## src/hdl/c2dv_pkg.sv

```systemverilog
// Shared types and constants for the 2D valid-window convolution block.
package c2dv_pkg;

  localparam int PIX_W       = 8;
  localparam int TAP_W       = 10;
  localparam int WIDTH_W     = 7;
  localparam int HEIGHT_W    = 11;
  localparam int ROW_W       = 10;
  localparam int TAPS_LOW_W  = 60;
  localparam int TAPS_HIGH_W = 30;
  localparam int CONV_W      = 16;
  localparam int MAX_HEIGHT  = 1024;

  // Config bus geometry: 64-bit registers at byte address 8*i.
  localparam int CFG_DATA_W  = 64;
  localparam int CFG_ADDR_W  = 5;

  // Line buffer slot select; at most two line buffers.
  localparam int SLOT_W      = 1;

  // Products, sum and reciprocal divide.
  localparam int PROD_W      = PIX_W + TAP_W;
  localparam int SUM_W       = 22;
  localparam int DIV_SHIFT   = 26;
  localparam int RECIP_W     = 24;
  localparam int QMAG_W      = SUM_W + RECIP_W - DIV_SHIFT;
  localparam int CONV_POS_MAX = 32767;
  localparam int CONV_NEG_MAX = 32768;

  typedef enum logic [1:0] {
    REG_IMAGE_WIDTH  = 2'd0,
    REG_IMAGE_HEIGHT = 2'd1,
    REG_TAPS_LOW     = 2'd2,
    REG_TAPS_HIGH    = 2'd3
  } cfg_idx_t;

  typedef struct packed {
    logic              en;
    logic [SLOT_W-1:0] wr_slot;
    logic [SLOT_W-1:0] rd_rot;
  } lb_ctrl_t;

endpackage

```

## src/hdl/conv2d_valid_window.sv

```systemverilog
// Top level of the 3x3 valid-window convolution over a raster pixel stream.
//
//   channel  direction  handshake             payload
//   in_      request in in_valid / in_stall   in_pixel, in_plane_start
//   out_     result out out_valid / out_stall out_conv_value, out_last_of_plane
//   cfg      APB r/w    psel/penable/pwrite   paddr, pwdata, prdata, pready
//
// One pixel per cycle, sustained while no output stall backs up the pipeline; the
// line buffer memories take one read and one write per pixel at the same column
// address, which sets that rate. A result reaches the output register through
// line buffer read, tap products, sum, and divide and saturate, each registered.
// Reset (synchronous, rst_n low) restores the registers to their defaults and
// clears position, window and pipeline; the line buffers are not cleared.
// A stalled result holds the output register; stages behind it close their gaps
// and intake stops only when every stage holds a request.
module conv2d_valid_window
  import c2dv_pkg::*;
#(
  parameter int MAX_WIDTH   = 64,
  parameter int KERNEL_SIZE = 3
) (
  input  logic                         clk,
  input  logic                         rst_n,
  // pixel requests
  input  logic                         in_valid,
  output logic                         in_stall,
  input  logic [PIX_W-1:0]             in_pixel,
  input  logic                         in_plane_start,
  // window results
  output logic                         out_valid,
  input  logic                         out_stall,
  output logic signed [CONV_W-1:0]     out_conv_value,
  output logic                         out_last_of_plane,
  // configuration
  input  logic                         psel,
  input  logic                         penable,
  input  logic                         pwrite,
  input  logic [CFG_ADDR_W-1:0]        paddr,
  input  logic [CFG_DATA_W-1:0]        pwdata,
  output logic [CFG_DATA_W-1:0]        prdata,
  output logic                         pready
);

  localparam int SLOTS   = KERNEL_SIZE - 1;
  localparam int NT      = KERNEL_SIZE * KERNEL_SIZE;
  localparam int AW      = $clog2(MAX_WIDTH);
  localparam int WEW     = (AW + 1 > WIDTH_W) ? AW + 1 : WIDTH_W;
  localparam int DIVISOR = 2 * NT;
  localparam longint RECIP = ((64'd1 << DIV_SHIFT) + DIVISOR - 1) / DIVISOR;

  // ---------------------------------------------------------------------------
  // Configuration registers
  // ---------------------------------------------------------------------------
  logic [WIDTH_W-1:0]     width_r;
  logic [HEIGHT_W-1:0]    height_r;
  logic [TAPS_LOW_W-1:0]  taps_low_r;
  logic [TAPS_HIGH_W-1:0] taps_high_r;
  logic                   cfg_wr;
  cfg_idx_t               cfg_idx;

  assign pready  = 1'b1;
  assign cfg_wr  = psel && penable && pwrite && pready;
  assign cfg_idx = cfg_idx_t'(paddr[CFG_ADDR_W-1:3]);

  always_ff @(posedge clk) begin
    if (!rst_n) begin
      width_r     <= WIDTH_W'(28);
      height_r    <= HEIGHT_W'(28);
      taps_low_r  <= '0;
      taps_high_r <= '0;
    end else if (cfg_wr) begin
      case (cfg_idx)
        REG_IMAGE_WIDTH:  width_r     <= pwdata[WIDTH_W-1:0];
        REG_IMAGE_HEIGHT: height_r    <= pwdata[HEIGHT_W-1:0];
        REG_TAPS_LOW:     taps_low_r  <= pwdata[TAPS_LOW_W-1:0];
        REG_TAPS_HIGH:    taps_high_r <= pwdata[TAPS_HIGH_W-1:0];
        default: ;
      endcase
    end
  end

  always_comb begin
    case (cfg_idx)
      REG_IMAGE_WIDTH:  prdata = CFG_DATA_W'(width_r);
      REG_IMAGE_HEIGHT: prdata = CFG_DATA_W'(height_r);
      REG_TAPS_LOW:     prdata = CFG_DATA_W'(taps_low_r);
      REG_TAPS_HIGH:    prdata = CFG_DATA_W'(taps_high_r);
      default:          prdata = '0;
    endcase
  end

  // ---------------------------------------------------------------------------
  // Pipeline flow: each stage moves when the one ahead is empty or moving
  // ---------------------------------------------------------------------------
  logic s1_v_r, s2_v_r, s3_v_r, out_valid_r;
  logic out_free, s3_free, s2_free, s1_free;
  logic s1_mv, accept;

  assign out_free = !out_valid_r || !out_stall;
  assign s3_free  = !s3_v_r || out_free;
  assign s2_free  = !s2_v_r || s3_free;
  assign s1_free  = !s1_v_r || s2_free;
  assign s1_mv    = s1_v_r && s2_free;
  assign in_stall = !s1_free;
  assign accept   = in_valid && s1_free;

  // ---------------------------------------------------------------------------
  // Stage 0: raster position, line buffer access
  // ---------------------------------------------------------------------------
  logic [AW-1:0]       col_r, col_nxt, col0;
  logic [ROW_W-1:0]    row_r, row_nxt, row0;
  logic [SLOT_W-1:0]   slot_r, slot_nxt, slot0;
  logic [WEW-1:0]      w_eff, w_ext, col_inc;
  logic [HEIGHT_W-1:0] h_eff, row_inc;
  logic                prod0, last0;

  // Clamp the frame size to what the window and the buffers support.
  always_comb begin
    w_ext = WEW'(width_r);
    if (w_ext < WEW'(KERNEL_SIZE)) begin
      w_eff = WEW'(KERNEL_SIZE);
    end else if (w_ext > WEW'(MAX_WIDTH)) begin
      w_eff = WEW'(MAX_WIDTH);
    end else begin
      w_eff = w_ext;
    end
    if (height_r < HEIGHT_W'(KERNEL_SIZE)) begin
      h_eff = HEIGHT_W'(KERNEL_SIZE);
    end else if (height_r > HEIGHT_W'(MAX_HEIGHT)) begin
      h_eff = HEIGHT_W'(MAX_HEIGHT);
    end else begin
      h_eff = height_r;
    end
  end

  always_comb begin
    // Resync on plane start, then wrap a position left beyond a shrunken frame.
    col0  = in_plane_start ? '0 : col_r;
    row0  = in_plane_start ? '0 : row_r;
    slot0 = in_plane_start ? '0 : slot_r;
    if (WEW'(col0) >= w_eff) begin
      col0 = '0;
    end
    if (HEIGHT_W'(row0) >= h_eff) begin
      row0  = '0;
      slot0 = '0;
    end

    prod0 = (HEIGHT_W'(row0) >= HEIGHT_W'(KERNEL_SIZE - 1)) &&
            (WEW'(col0) >= WEW'(KERNEL_SIZE - 1));
    last0 = (HEIGHT_W'(row0) == h_eff - HEIGHT_W'(1)) &&
            (WEW'(col0) == w_eff - WEW'(1));

    // Advance column, then row at the end of a line.
    col_inc  = WEW'(col0) + WEW'(1);
    row_inc  = HEIGHT_W'(row0) + HEIGHT_W'(1);
    col_nxt  = col_inc[AW-1:0];
    row_nxt  = row0;
    slot_nxt = slot0;
    if (col_inc >= w_eff) begin
      col_nxt = '0;
      if (row_inc >= h_eff) begin
        row_nxt  = '0;
        slot_nxt = '0;
      end else begin
        row_nxt  = row_inc[ROW_W-1:0];
        slot_nxt = (slot0 == SLOT_W'(SLOTS - 1)) ? '0 : slot0 + SLOT_W'(1);
      end
    end
  end

  always_ff @(posedge clk) begin
    if (!rst_n) begin
      col_r  <= '0;
      row_r  <= '0;
      slot_r <= '0;
    end else if (accept) begin
      col_r  <= col_nxt;
      row_r  <= row_nxt;
      slot_r <= slot_nxt;
    end
  end

  lb_ctrl_t                       lb_ctrl;
  logic [SLOTS-1:0][PIX_W-1:0]    lb_col;

  assign lb_ctrl.en      = accept;
  assign lb_ctrl.wr_slot = slot0;
  assign lb_ctrl.rd_rot  = slot0;

  c2dv_line_buf #(
    .MAX_WIDTH (MAX_WIDTH),
    .SLOTS     (SLOTS)
  ) u_line_buf (
    .clk      (clk),
    .ctrl     (lb_ctrl),
    .addr     (col0),
    .wr_data  (in_pixel),
    .col_data (lb_col)
  );

  // ---------------------------------------------------------------------------
  // Stage 1: window column, tap products
  // ---------------------------------------------------------------------------
  logic [PIX_W-1:0] s1_pix_r;
  logic             s1_prod_r, s1_last_r;

  always_ff @(posedge clk) begin
    if (!rst_n) begin
      s1_v_r <= 1'b0;
    end else if (s1_free) begin
      s1_v_r <= in_valid;
    end
  end

  always_ff @(posedge clk) begin
    if (accept) begin
      s1_pix_r  <= in_pixel;
      s1_prod_r <= prod0;
      s1_last_r <= last0;
    end
  end

  logic [SLOTS-1:0][KERNEL_SIZE-1:0][PIX_W-1:0] win_r;
  logic [KERNEL_SIZE-1:0][PIX_W-1:0]            column;
  logic [TAPS_HIGH_W+TAPS_LOW_W-1:0]            all_taps;
  logic signed [PROD_W-1:0]                     prod_nxt [NT];
  logic signed [PROD_W-1:0]                     s2_prod_r [NT];
  logic                                         s2_last_r;

  assign all_taps = {taps_high_r, taps_low_r};

  always_comb begin
    logic [PIX_W-1:0]        p;
    logic signed [PIX_W-1:0] pc;
    logic signed [TAP_W-1:0] tp;
    p  = '0;
    pc = '0;
    tp = '0;
    for (int r = 0; r < SLOTS; r++) begin
      column[r] = lb_col[r];
    end
    column[KERNEL_SIZE-1] = s1_pix_r;
    for (int h = 0; h < KERNEL_SIZE; h++) begin
      for (int w = 0; w < KERNEL_SIZE; w++) begin
        if (w == KERNEL_SIZE - 1) begin
          p = column[h];
        end else begin
          p = win_r[KERNEL_SIZE-2-w][h];
        end
        // Recenter: p - 128 is the byte with its top bit flipped.
        pc = signed'(p ^ 8'h80);
        tp = signed'(all_taps[(h*KERNEL_SIZE+w)*TAP_W +: TAP_W]);
        prod_nxt[h*KERNEL_SIZE+w] = PROD_W'(pc) * PROD_W'(tp);
      end
    end
  end

  // Shift the window as the pixel leaves stage 1, newest column in slot 0.
  always_ff @(posedge clk) begin
    if (!rst_n) begin
      win_r <= '0;
    end else if (s1_mv) begin
      for (int c = SLOTS - 1; c > 0; c--) begin
        win_r[c] <= win_r[c-1];
      end
      win_r[0] <= column;
    end
  end

  // Drop pixels that complete no window here.
  always_ff @(posedge clk) begin
    if (!rst_n) begin
      s2_v_r <= 1'b0;
    end else if (s2_free) begin
      s2_v_r <= s1_v_r && s1_prod_r;
    end
  end

  always_ff @(posedge clk) begin
    if (s1_mv) begin
      s2_prod_r <= prod_nxt;
      s2_last_r <= s1_last_r;
    end
  end

  // ---------------------------------------------------------------------------
  // Stage 2: sum of products
  // ---------------------------------------------------------------------------
  logic signed [SUM_W-1:0] sum_nxt, s3_sum_r;
  logic                    s3_last_r;

  always_comb begin
    sum_nxt = '0;
    for (int t = 0; t < NT; t++) begin
      sum_nxt = sum_nxt + SUM_W'(s2_prod_r[t]);
    end
  end

  always_ff @(posedge clk) begin
    if (!rst_n) begin
      s3_v_r <= 1'b0;
    end else if (s3_free) begin
      s3_v_r <= s2_v_r;
    end
  end

  always_ff @(posedge clk) begin
    if (s2_v_r && s3_free) begin
      s3_sum_r  <= sum_nxt;
      s3_last_r <= s2_last_r;
    end
  end

  // ---------------------------------------------------------------------------
  // Stage 3: divide by 2*taps toward zero, saturate
  // ---------------------------------------------------------------------------
  logic                      neg;
  logic [SUM_W-1:0]          mag;
  logic [SUM_W+RECIP_W-1:0]  qprod;
  logic [QMAG_W-1:0]         qmag;
  logic signed [CONV_W-1:0]  conv_nxt, out_conv_r;
  logic                      out_last_r;

  always_comb begin
    neg   = s3_sum_r[SUM_W-1];
    mag   = neg ? SUM_W'(-s3_sum_r) : SUM_W'(s3_sum_r);
    // Reciprocal multiply is exact for every magnitude the sum can reach.
    qprod = (SUM_W+RECIP_W)'(mag) * (SUM_W+RECIP_W)'(RECIP_W'(RECIP));
    qmag  = qprod[SUM_W+RECIP_W-1:DIV_SHIFT];
    if (!neg) begin
      conv_nxt = (qmag > QMAG_W'(CONV_POS_MAX)) ? CONV_W'(CONV_POS_MAX) : CONV_W'(qmag);
    end else if (qmag > QMAG_W'(CONV_NEG_MAX)) begin
      conv_nxt = CONV_W'(-CONV_NEG_MAX);
    end else begin
      conv_nxt = CONV_W'(-signed'({1'b0, qmag}));
    end
  end

  always_ff @(posedge clk) begin
    if (!rst_n) begin
      out_valid_r <= 1'b0;
    end else if (out_free) begin
      out_valid_r <= s3_v_r;
    end
  end

  always_ff @(posedge clk) begin
    if (s3_v_r && out_free) begin
      out_conv_r <= conv_nxt;
      out_last_r <= s3_last_r;
    end
  end

  assign out_valid         = out_valid_r;
  assign out_conv_value    = out_conv_r;
  assign out_last_of_plane = out_last_r;

  // ---------------------------------------------------------------------------
  // Assertions
  // ---------------------------------------------------------------------------
`ifndef ASSERT_OFF
  // Intake stops only while stage 1 holds a request.
  a_stall_needs_s1 : assert property (@(posedge clk) disable iff (!rst_n)
    in_stall |-> s1_v_r)
    else $error("in_stall raised with stage 1 empty");

  // A result held at the output keeps the sum behind it intact.
  a_s3_holds : assert property (@(posedge clk) disable iff (!rst_n)
    (out_valid_r && out_stall && s3_v_r) |=> (s3_v_r && $stable(s3_sum_r)))
    else $error("stage 3 overwritten while output stalled");

  // A plane start puts the next pixel at column one.
  a_plane_resync : assert property (@(posedge clk) disable iff (!rst_n)
    (accept && in_plane_start) |=> (col_r == AW'(1)))
    else $error("position not resynced on plane start");
`endif

endmodule

```

## src/hdl/c2dv_line_buf.sv

```systemverilog
// Line buffers: one byte memory per earlier row, registered read, rotated column out.
module c2dv_line_buf
  import c2dv_pkg::*;
#(
  parameter int MAX_WIDTH = 64,
  parameter int SLOTS     = 2
) (
  input  logic                               clk,
  input  lb_ctrl_t                           ctrl,
  input  logic [$clog2(MAX_WIDTH)-1:0]       addr,
  input  logic [PIX_W-1:0]                   wr_data,
  output logic [SLOTS-1:0][PIX_W-1:0]        col_data
);

  logic [PIX_W-1:0]  rd_data [SLOTS];
  logic [SLOT_W-1:0] rot_r;

  for (genvar g = 0; g < SLOTS; g++) begin : g_slot
    logic [PIX_W-1:0] mem [MAX_WIDTH];
    logic [PIX_W-1:0] rd_r;

    // Read returns the old entry when the same column is written.
    always_ff @(posedge clk) begin
      if (ctrl.en) begin
        rd_r <= mem[addr];
        if (ctrl.wr_slot == SLOT_W'(g)) begin
          mem[addr] <= wr_data;
        end
      end
    end

    assign rd_data[g] = rd_r;
  end

  always_ff @(posedge clk) begin
    if (ctrl.en) begin
      rot_r <= ctrl.rd_rot;
    end
  end

  // Output r is the slot (rot + r) mod SLOTS: oldest row first.
  always_comb begin
    logic [1:0] sel;
    sel = '0;
    for (int r = 0; r < SLOTS; r++) begin
      sel = 2'(rot_r) + 2'(r);
      if (sel >= 2'(SLOTS)) begin
        sel = sel - 2'(SLOTS);
      end
      col_data[r] = rd_data[0];
      for (int g = 0; g < SLOTS; g++) begin
        if (sel == 2'(g)) begin
          col_data[r] = rd_data[g];
        end
      end
    end
  end

endmodule
```

## config.mk

```make
export PLATFORM = sky130hd
export DESIGN_NAME = conv2d_valid_window
export DESIGN_NICKNAME = d
export VERILOG_FILES = /design/src/hdl/c2dv_pkg.sv /design/src/hdl/conv2d_valid_window.sv /design/src/hdl/c2dv_line_buf.sv
export SDC_FILE = /design/constraint.sdc
export NUM_CORES = 2
export LEC_CHECK = 0
export ABC_AREA = 1
export BUFFER_PORTS_ARGS = -buffer_cell sky130_fd_sc_hd__buf_2
export CAP_MARGIN = 20
export CORE_MARGIN = 5
export CORE_UTILIZATION = 45
export DETAILED_ROUTE_END_ITERATION = 6
export GPL_TIMING_DRIVEN = 0
export PLACE_DENSITY_LB_ADDON = 0.25
export SYNTH_ARGS = -nofsm -noshare
export SYNTH_HDL_FRONTEND = slang
export SYNTH_SLANG_ARGS = --single-unit
```

## constraint.sdc

```tcl
create_clock -name clk -period 9 [get_ports clk]
set_input_delay 1.8 -clock clk [delete_from_list [all_inputs] [get_ports clk]]
set_output_delay 1.8 -clock clk [all_outputs]
set_load 0.02 [all_outputs]
```

# Word-level counts from Yosys, hierarchy flattened
# Memories as Yosys holds them, arrays and structs flattened. A register that Yosys moved wholly into a read port is not among the register bits.
# Index checks and enable logic that the tools add are counted.
[word_totals]
reg_bits = 391
mem_bits_rw = 1024
out_inout_bits = 84
elab_cells = 150
memories = 2
[op_classes]
addsub = 18
mul = 10
n_lt_le_gt_ge = 14
n_eq_ne = 7
n_mux = 31
bitwise_logic = 9
reduce_logical = 24
[mem_list]
columns = ["name", "words", "width", "rd", "rd_ports_with_merged_regs", "wr", "line", "rtl"]
rows = [
  ["u_line_buf.g_slot[0].mem", 64, 8, 1, 1, 1, "c2dv_line_buf.sv:19", "logic [PIX_W-1:0] mem [MAX_WIDTH];"],
  ["u_line_buf.g_slot[1].mem", 64, 8, 1, 1, 1, "c2dv_line_buf.sv:19", ""],
]
[op_table]
columns = ["operator", "count"]
rows = [
  ["$pmux 64 s4", 1],
  ["$mul 8x10->18", 9],
  ["$add 22x18->22", 4],
  ["$mux 16", 3],
  ["$mul 22x22->44 const B", 1],
  ["$mux 10", 4],
  ["$add 21x18->22", 1],
  ["$mux 11", 2],
  ["$mux 22", 1],
  ["$neg 22->22", 1],
  ["$add 20x18->21", 1],
  ["$add 19x18->20", 1],
  ["$add 18x18->19", 1],
  ["$gt 18x15->1 const B", 1],
  ["$gt 18x16->1 const B", 1],
  ["$mux 6", 3],
  ["$mux 8", 2],
  ["$neg 16->16", 1],
  ["$mux 7", 2],
  ["$add 10x1->11 const B", 1],
  ["$eq 10x11->1", 1],
  ["$ge 10x11->1", 1],
  ["$ge 11x11->1", 1],
  ["$gt 11x11->1 const B", 1],
  ["other kinds (27)", 68],
]

# Longest topological paths before layout
[depth]
depth_word = 9
depth_mapped = 46

# Hierarchy
# A second synthesis with hierarchy kept.
[unflattened]
hier_cells = 11213
area_unflattened_um2 = 100310.0
[modules_own_cells]
columns = ["module", "n_inst", "cells_per_inst", "area_each_um2", "seq_area_each_um2"]
rows = [
  ["conv2d_valid_window", 1, 6823, 55862.3, 9939.5],
  ["c2dv_line_buf", 1, 4390, 44447.6, 31260.0],
]

# Worst setup path before layout
# OpenSTA, ideal clock, no wires.
[synth_path]
path_type = "input port to flip-flop"
from = "input out_stall"
to = "register win_r[23] (netlist bit)"
setup_ns = 0.349
arrival_time_ns = 7.405
slack_ns = 1.247
path_stages = 8
cell_sequence = "nand2_1 nor2_1 inv_1 nor2_1 nor2_1 clkbuf_1 clkbuf_1 a21oi_1"
[synth_via]
elab_chain_len = 5
[synth_rtl]
columns = ["element", "line", "rtl"]
rows = [
  ["start, declared", "conv2d_valid_window.sv:31", "input logic out_stall,"],
  ["$logic_not 1->1", "conv2d_valid_window.sv:99", "assign out_free = !out_valid_r || !out_stall;"],
  ["$logic_or 1x1->1", "conv2d_valid_window.sv:99", ""],
  ["$logic_or 1x1->1", "conv2d_valid_window.sv:100", "assign s3_free = !s3_v_r || out_free;"],
  ["$logic_or 1x1->1", "conv2d_valid_window.sv:101", "assign s2_free = !s2_v_r || s3_free;"],
  ["$logic_and 1x1->1", "conv2d_valid_window.sv:103", "assign s1_mv = s1_v_r && s2_free;"],
  ["named net s1_mv", "conv2d_valid_window.sv:97", "logic s1_mv, accept;"],
  ["end signal, assigned by index", "conv2d_valid_window.sv:265", "win_r[c] <= win_r[c-1];"],
  ["end, declared", "conv2d_valid_window.sv:224", "logic [SLOTS-1:0][KERNEL_SIZE-1:0][PIX_W-1:0] win_r;"],
]
# The timed path passes the listed nets, and every way through them passes these cells.
# A chain may end at the register's enable or synchronous reset.

# Final worst setup path
[layout_path]
from = "register s3_sum_r[0]"
to = "register out_conv_r[15], in the netlist out_conv_value[15], data pin"
[layout_via]
elab_chain_len = 6
elab_cells_between_ends = 9
cone_classes = "add/sub: 2; mul: 1; order compare: 2; mux: 4"
[layout_rtl]
columns = ["element", "line", "rtl"]
rows = [
  ["start, declared", "conv2d_valid_window.sv:290", "logic signed [SUM_W-1:0] sum_nxt, s3_sum_r;"],
  ["start signal, assigned", "conv2d_valid_window.sv:310", "s3_sum_r <= sum_nxt;"],
  ["$neg 22->22", "conv2d_valid_window.sv:327", "mag = neg ? SUM_W'(-s3_sum_r) : SUM_W'(s3_sum_r);"],
  ["$mux 22 (*)", "conv2d_valid_window.sv:327", ""],
  ["$mul 22x22->44 (*)", "conv2d_valid_window.sv:329", "qprod = (SUM_W+RECIP_W)'(mag) * (SUM_W+RECIP_W)'(RECIP_W'(RECIP));"],
  ["$neg 16->16, or another cell as far along", "conv2d_valid_window.sv:336", "conv_nxt = CONV_W'(-signed'({1'b0, qmag}));"],
  ["$mux 16 (on tied branches)", "conv2d_valid_window.sv:333, conv2d_valid_window.sv:332", ""],
  ["$mux 16 (*)", "conv2d_valid_window.sv:331", "if (!neg) begin"],
  ["named net conv_nxt[15]", "conv2d_valid_window.sv:322", "logic signed [CONV_W-1:0] conv_nxt, out_conv_r;"],
  ["end signal, assigned", "conv2d_valid_window.sv:350", "out_conv_r <= conv_nxt;"],
  ["end, declared", "conv2d_valid_window.sv:322", ""],
]
# The timed path passes the listed nets; every way through them passes the cells marked *.

==> results.json <==
{
  "worstMarginPinSlew_ns": 1.28,
  "dr.pass1.iters": 6,
  "worstPathRequired_ns": 9.53,
  "ff2ff_path_depth": 43,
  "die_h_um": 480,
  "overflow": 0,
  "cp-end-kind": "flip-flop",
  "yosys_warnings": 0,
  "antenna_cells": 0,
  "coreArea_um2": 220000,
  "drv_slew": 0,
  "placed_area_um2": 106000,
  "cts_max_level": 4,
  "worstSkewPairLatency_ns": 0.84,
  "post-route-util_pct": 50.6,
  "hpwl_um": 257000,
  "cts-root-buf": "clkbuf_16",
  "dieArea_um2": 230000,
  "crit_type": "flip-flop to flip-flop",
  "whs_path_depth": 0,
  "rows": 172,
  "cap_violations": 0,
  "setup_viol": 0,
  "slowest_stage": "fa_1",
  "nets": 12911,
  "areaGrowthSynthToFinish_pct": 11.9,
  "worst_ep_arrival_time_ns": 8.99,
  "hold_viol": 0,
  "drive_gt1_share_pct": 7.00,
  "dieWidth_um": 480,
  "antenna_found_initial": 15,
  "synth_cells": 10983,
  "ios": 169,
  "cts_buffers": 159,
  "ant_nets": 0,
  "vias_per_cell": 5.24,
  "relSlewSlack_pct": 14.6,
  "cts_tree": "built",
  "wl_um": 328000,
  "period_needed_ns": 8.46,
  "cts_hold_buffers": 0,
  "cp_slowest_stage_delay_ns": 0.51,
  "synth_seq_cells": 1431,
  "track_usage_pct": 28.0,
  "grt_max_degree": 98,
  "clock_path_buffers": 3,
  "syn_area_per_cell_um2": 9.05,
  "status": "finished, final reports clean",
  "r2r_slack_ns": 0.54,
  "final_cell_area_um2": 111000,
  "crit_fanout": 10,
  "clkSlewWorstSetupHoldPaths_ns": 0.06,
  "post_drt_wl_per_cell_um": 22.6,
  "final.setup.tns_ns": 0,
  "finClkSkew_ns": 0.0676,
  "ys_seq_area_share_pct": 41.4,
  "start_kind": "flip-flop",
  "vias": 76012,
  "cpMostUsedCell": "inv_1",
  "first_iter_violations": 7750,
  "first_global_vias": 74809,
  "gp_congestion": 0.998,
  "numClockSinks": 1431,
  "synth_cell_types": 59,
  "fmax_mhz": 118,
  "io_buffers": 155,
  "drc": 0,
  "syn-cell-area_um2": 99400,
  "period_share_pct": 94.0,
  "start_util_pct": 45.3,
  "grt_pass1_wl_um": 479000,
  "hold_class": "flip-flop to flip-flop"
}
Yosys cell counts, drive strengths merged:
| master | count | area (µm²) |
|---|---|---|
| nor3 | 144 | 731 |
| a31oi | 13 | 96.3 |
| o221ai | 5 | 43.8 |
| or2 | 28 | 175 |
| o211ai | 11 | 82.6 |
| o2111ai | 6 | 52.6 |
| nand3b | 12 | 90.1 |
| o21ai | 304 | 1530 |
| a22oi | 9 | 72.6 |
| nor2 | 516 | 2010 |
| and3 | 3 | 23.8 |
| a41oi | 1 | 8.76 |
| o31ai | 3 | 22.5 |
| o41ai | 1 | 8.76 |
| and2 | 6 | 37.5 |
| o2bb2ai | 1 | 8.76 |
| ha | 552 | 6910 |
| a21o | 14 | 105 |
| edfxtp | 1254 | 37700 |
| xnor2 | 96 | 841 |
| a22o | 1 | 8.76 |
| a221oi | 3 | 26.3 |
| buf | 134 | 773 |
| clkinv | 11 | 41.3 |
| fa | 859 | 17200 |
| o21bai | 20 | 150 |
| o21a | 3 | 22.5 |
| inv | 1844 | 6920 |
| dfxtp | 177 | 3540 |
| xor2 | 140 | 1230 |
| conb | 2 | 7.51 |
| nor4 | 8 | 50.1 |
| o22ai | 18 | 113 |
| a211oi | 14 | 105 |
| a21oi | 321 | 1610 |
| a31o | 1 | 8.76 |
| nand3 | 158 | 811 |
| nand4 | 44 | 275 |
| a311oi | 1 | 8.76 |
| clkbuf | 301 | 1130 |
| a21boi | 14 | 105 |
| nand2 | 3930 | 14800 |
stage by stage:
step | instances | setup WS, ns | hold slack (ns)
2_1_floorplan | 10986 | 1.25 | 0.400
3_3_place_gp | 14099 | -1.95 | 0.411
3_5_place_dp | 14206 | 0.175 | 0.425
4_1_cts | 14500 | 0.151 | 0.441
5_1_grt | 14506 | -0.00498 | 0.453
6_report | 14506 | 0.537 | 0.436
placed cells by master (no fill, tap or decap), drive strengths merged, types with 12 or more instances in the layout:
cell type  instances
xnor2             96
a21o              14
a21oi            321
a31oi             13
a211oi            14
nor3             144
xor2             140
dfxtp            177
nand4             44
nor2             516
edfxtp          1254
fa               859
buf              402
bufinv            19
ha               552
o21bai            20
inv             1851
nand3b            12
nand2           3930
or2               28
clkinv            81
o21ai            304
clkbuf           488
nand3            158
a21boi            14
o22ai             18
worst max-delay path: cells and delay by family, from the launching register on:
family | cells | cell delay (ns)
and+or+nand+nor | 16 | 1.94
DFF | 1 | 0.46
buffers and inverters | 11 | 0.94
adders and majority gates | 10 | 3.82
AOI/OAI and AO/OA | 4 | 0.65
xor gates and xnor gates | 2 | 0.38
per-layer routing:
layer | up-vias | wire length (µm) | GRT usage (%)
li1 | 34942 | - | -
met1 | 37140 | 129000 | 36.4
met2 | 3189 | 152000 | 45.6
met3 | 741 | 26600 | 4.88
met4 | 0 | 20000 | 14.1
met5 | - | 0 | 0
logic make-up after synthesis:
| group | synth area share, % |
|---|---|
| compound gates | 4.21 |
| flops | 41.4 |
| simple gates | 19.1 |
| other cells | 0.00755 |
| fa+ha+maj | 24.2 |
| buf+inv | 8.92 |
| xor+xnor | 2.09 |
repair_timing:
item	4_1_cts	5_1_grt
setup endpoints to repair	0	16
buffers inserted	0	4
resized for setup	0	4
worst paths after layout:
kind                     from                 end
hold / removal      s3_last_r   out_last_of_plane
setup / recovery  s3_sum_r[0]  out_conv_value[15]
hold reg to reg     s3_last_r   out_last_of_plane
setup reg to reg  s3_sum_r[0]  out_conv_value[15]
state kept, by name, indices dropped and copies added (netlist names), 6 cells and up:
name / count
height_r: 11
taps_high_r: 30
s2_prod_r: 162
taps_low_r: 60
w_ext: 7
row_r: 10
col_r: 6
out_conv_value: 16
u_line_buf.g_slot.rd_r: 16
win_r: 48
s3_sum_r: 22
s1_pix_r: 8
u_line_buf.g_slot.mem: 1024
cell type report:
| type | instances | area [µm²] |
|---|---|---|
| Buffer | 435 | 1910 |
| Multi-Input combinational cell | 7265 | 49900 |
| Inverter | 1855 | 6960 |
| Clock buffer | 187 | 4230 |
| Clock inverter | 107 | 1230 |
| Sequential cell | 1431 | 41200 |
| Timing Repair Buffer | 268 | 2110 |
| Tap cell | 2958 | 3700 |
| Fill cell | 20494 | 108000 |
Power is left out: the tool's default activity adds up to more than one toggle a clock period on the data nets, which glitch-free logic cannot reach.
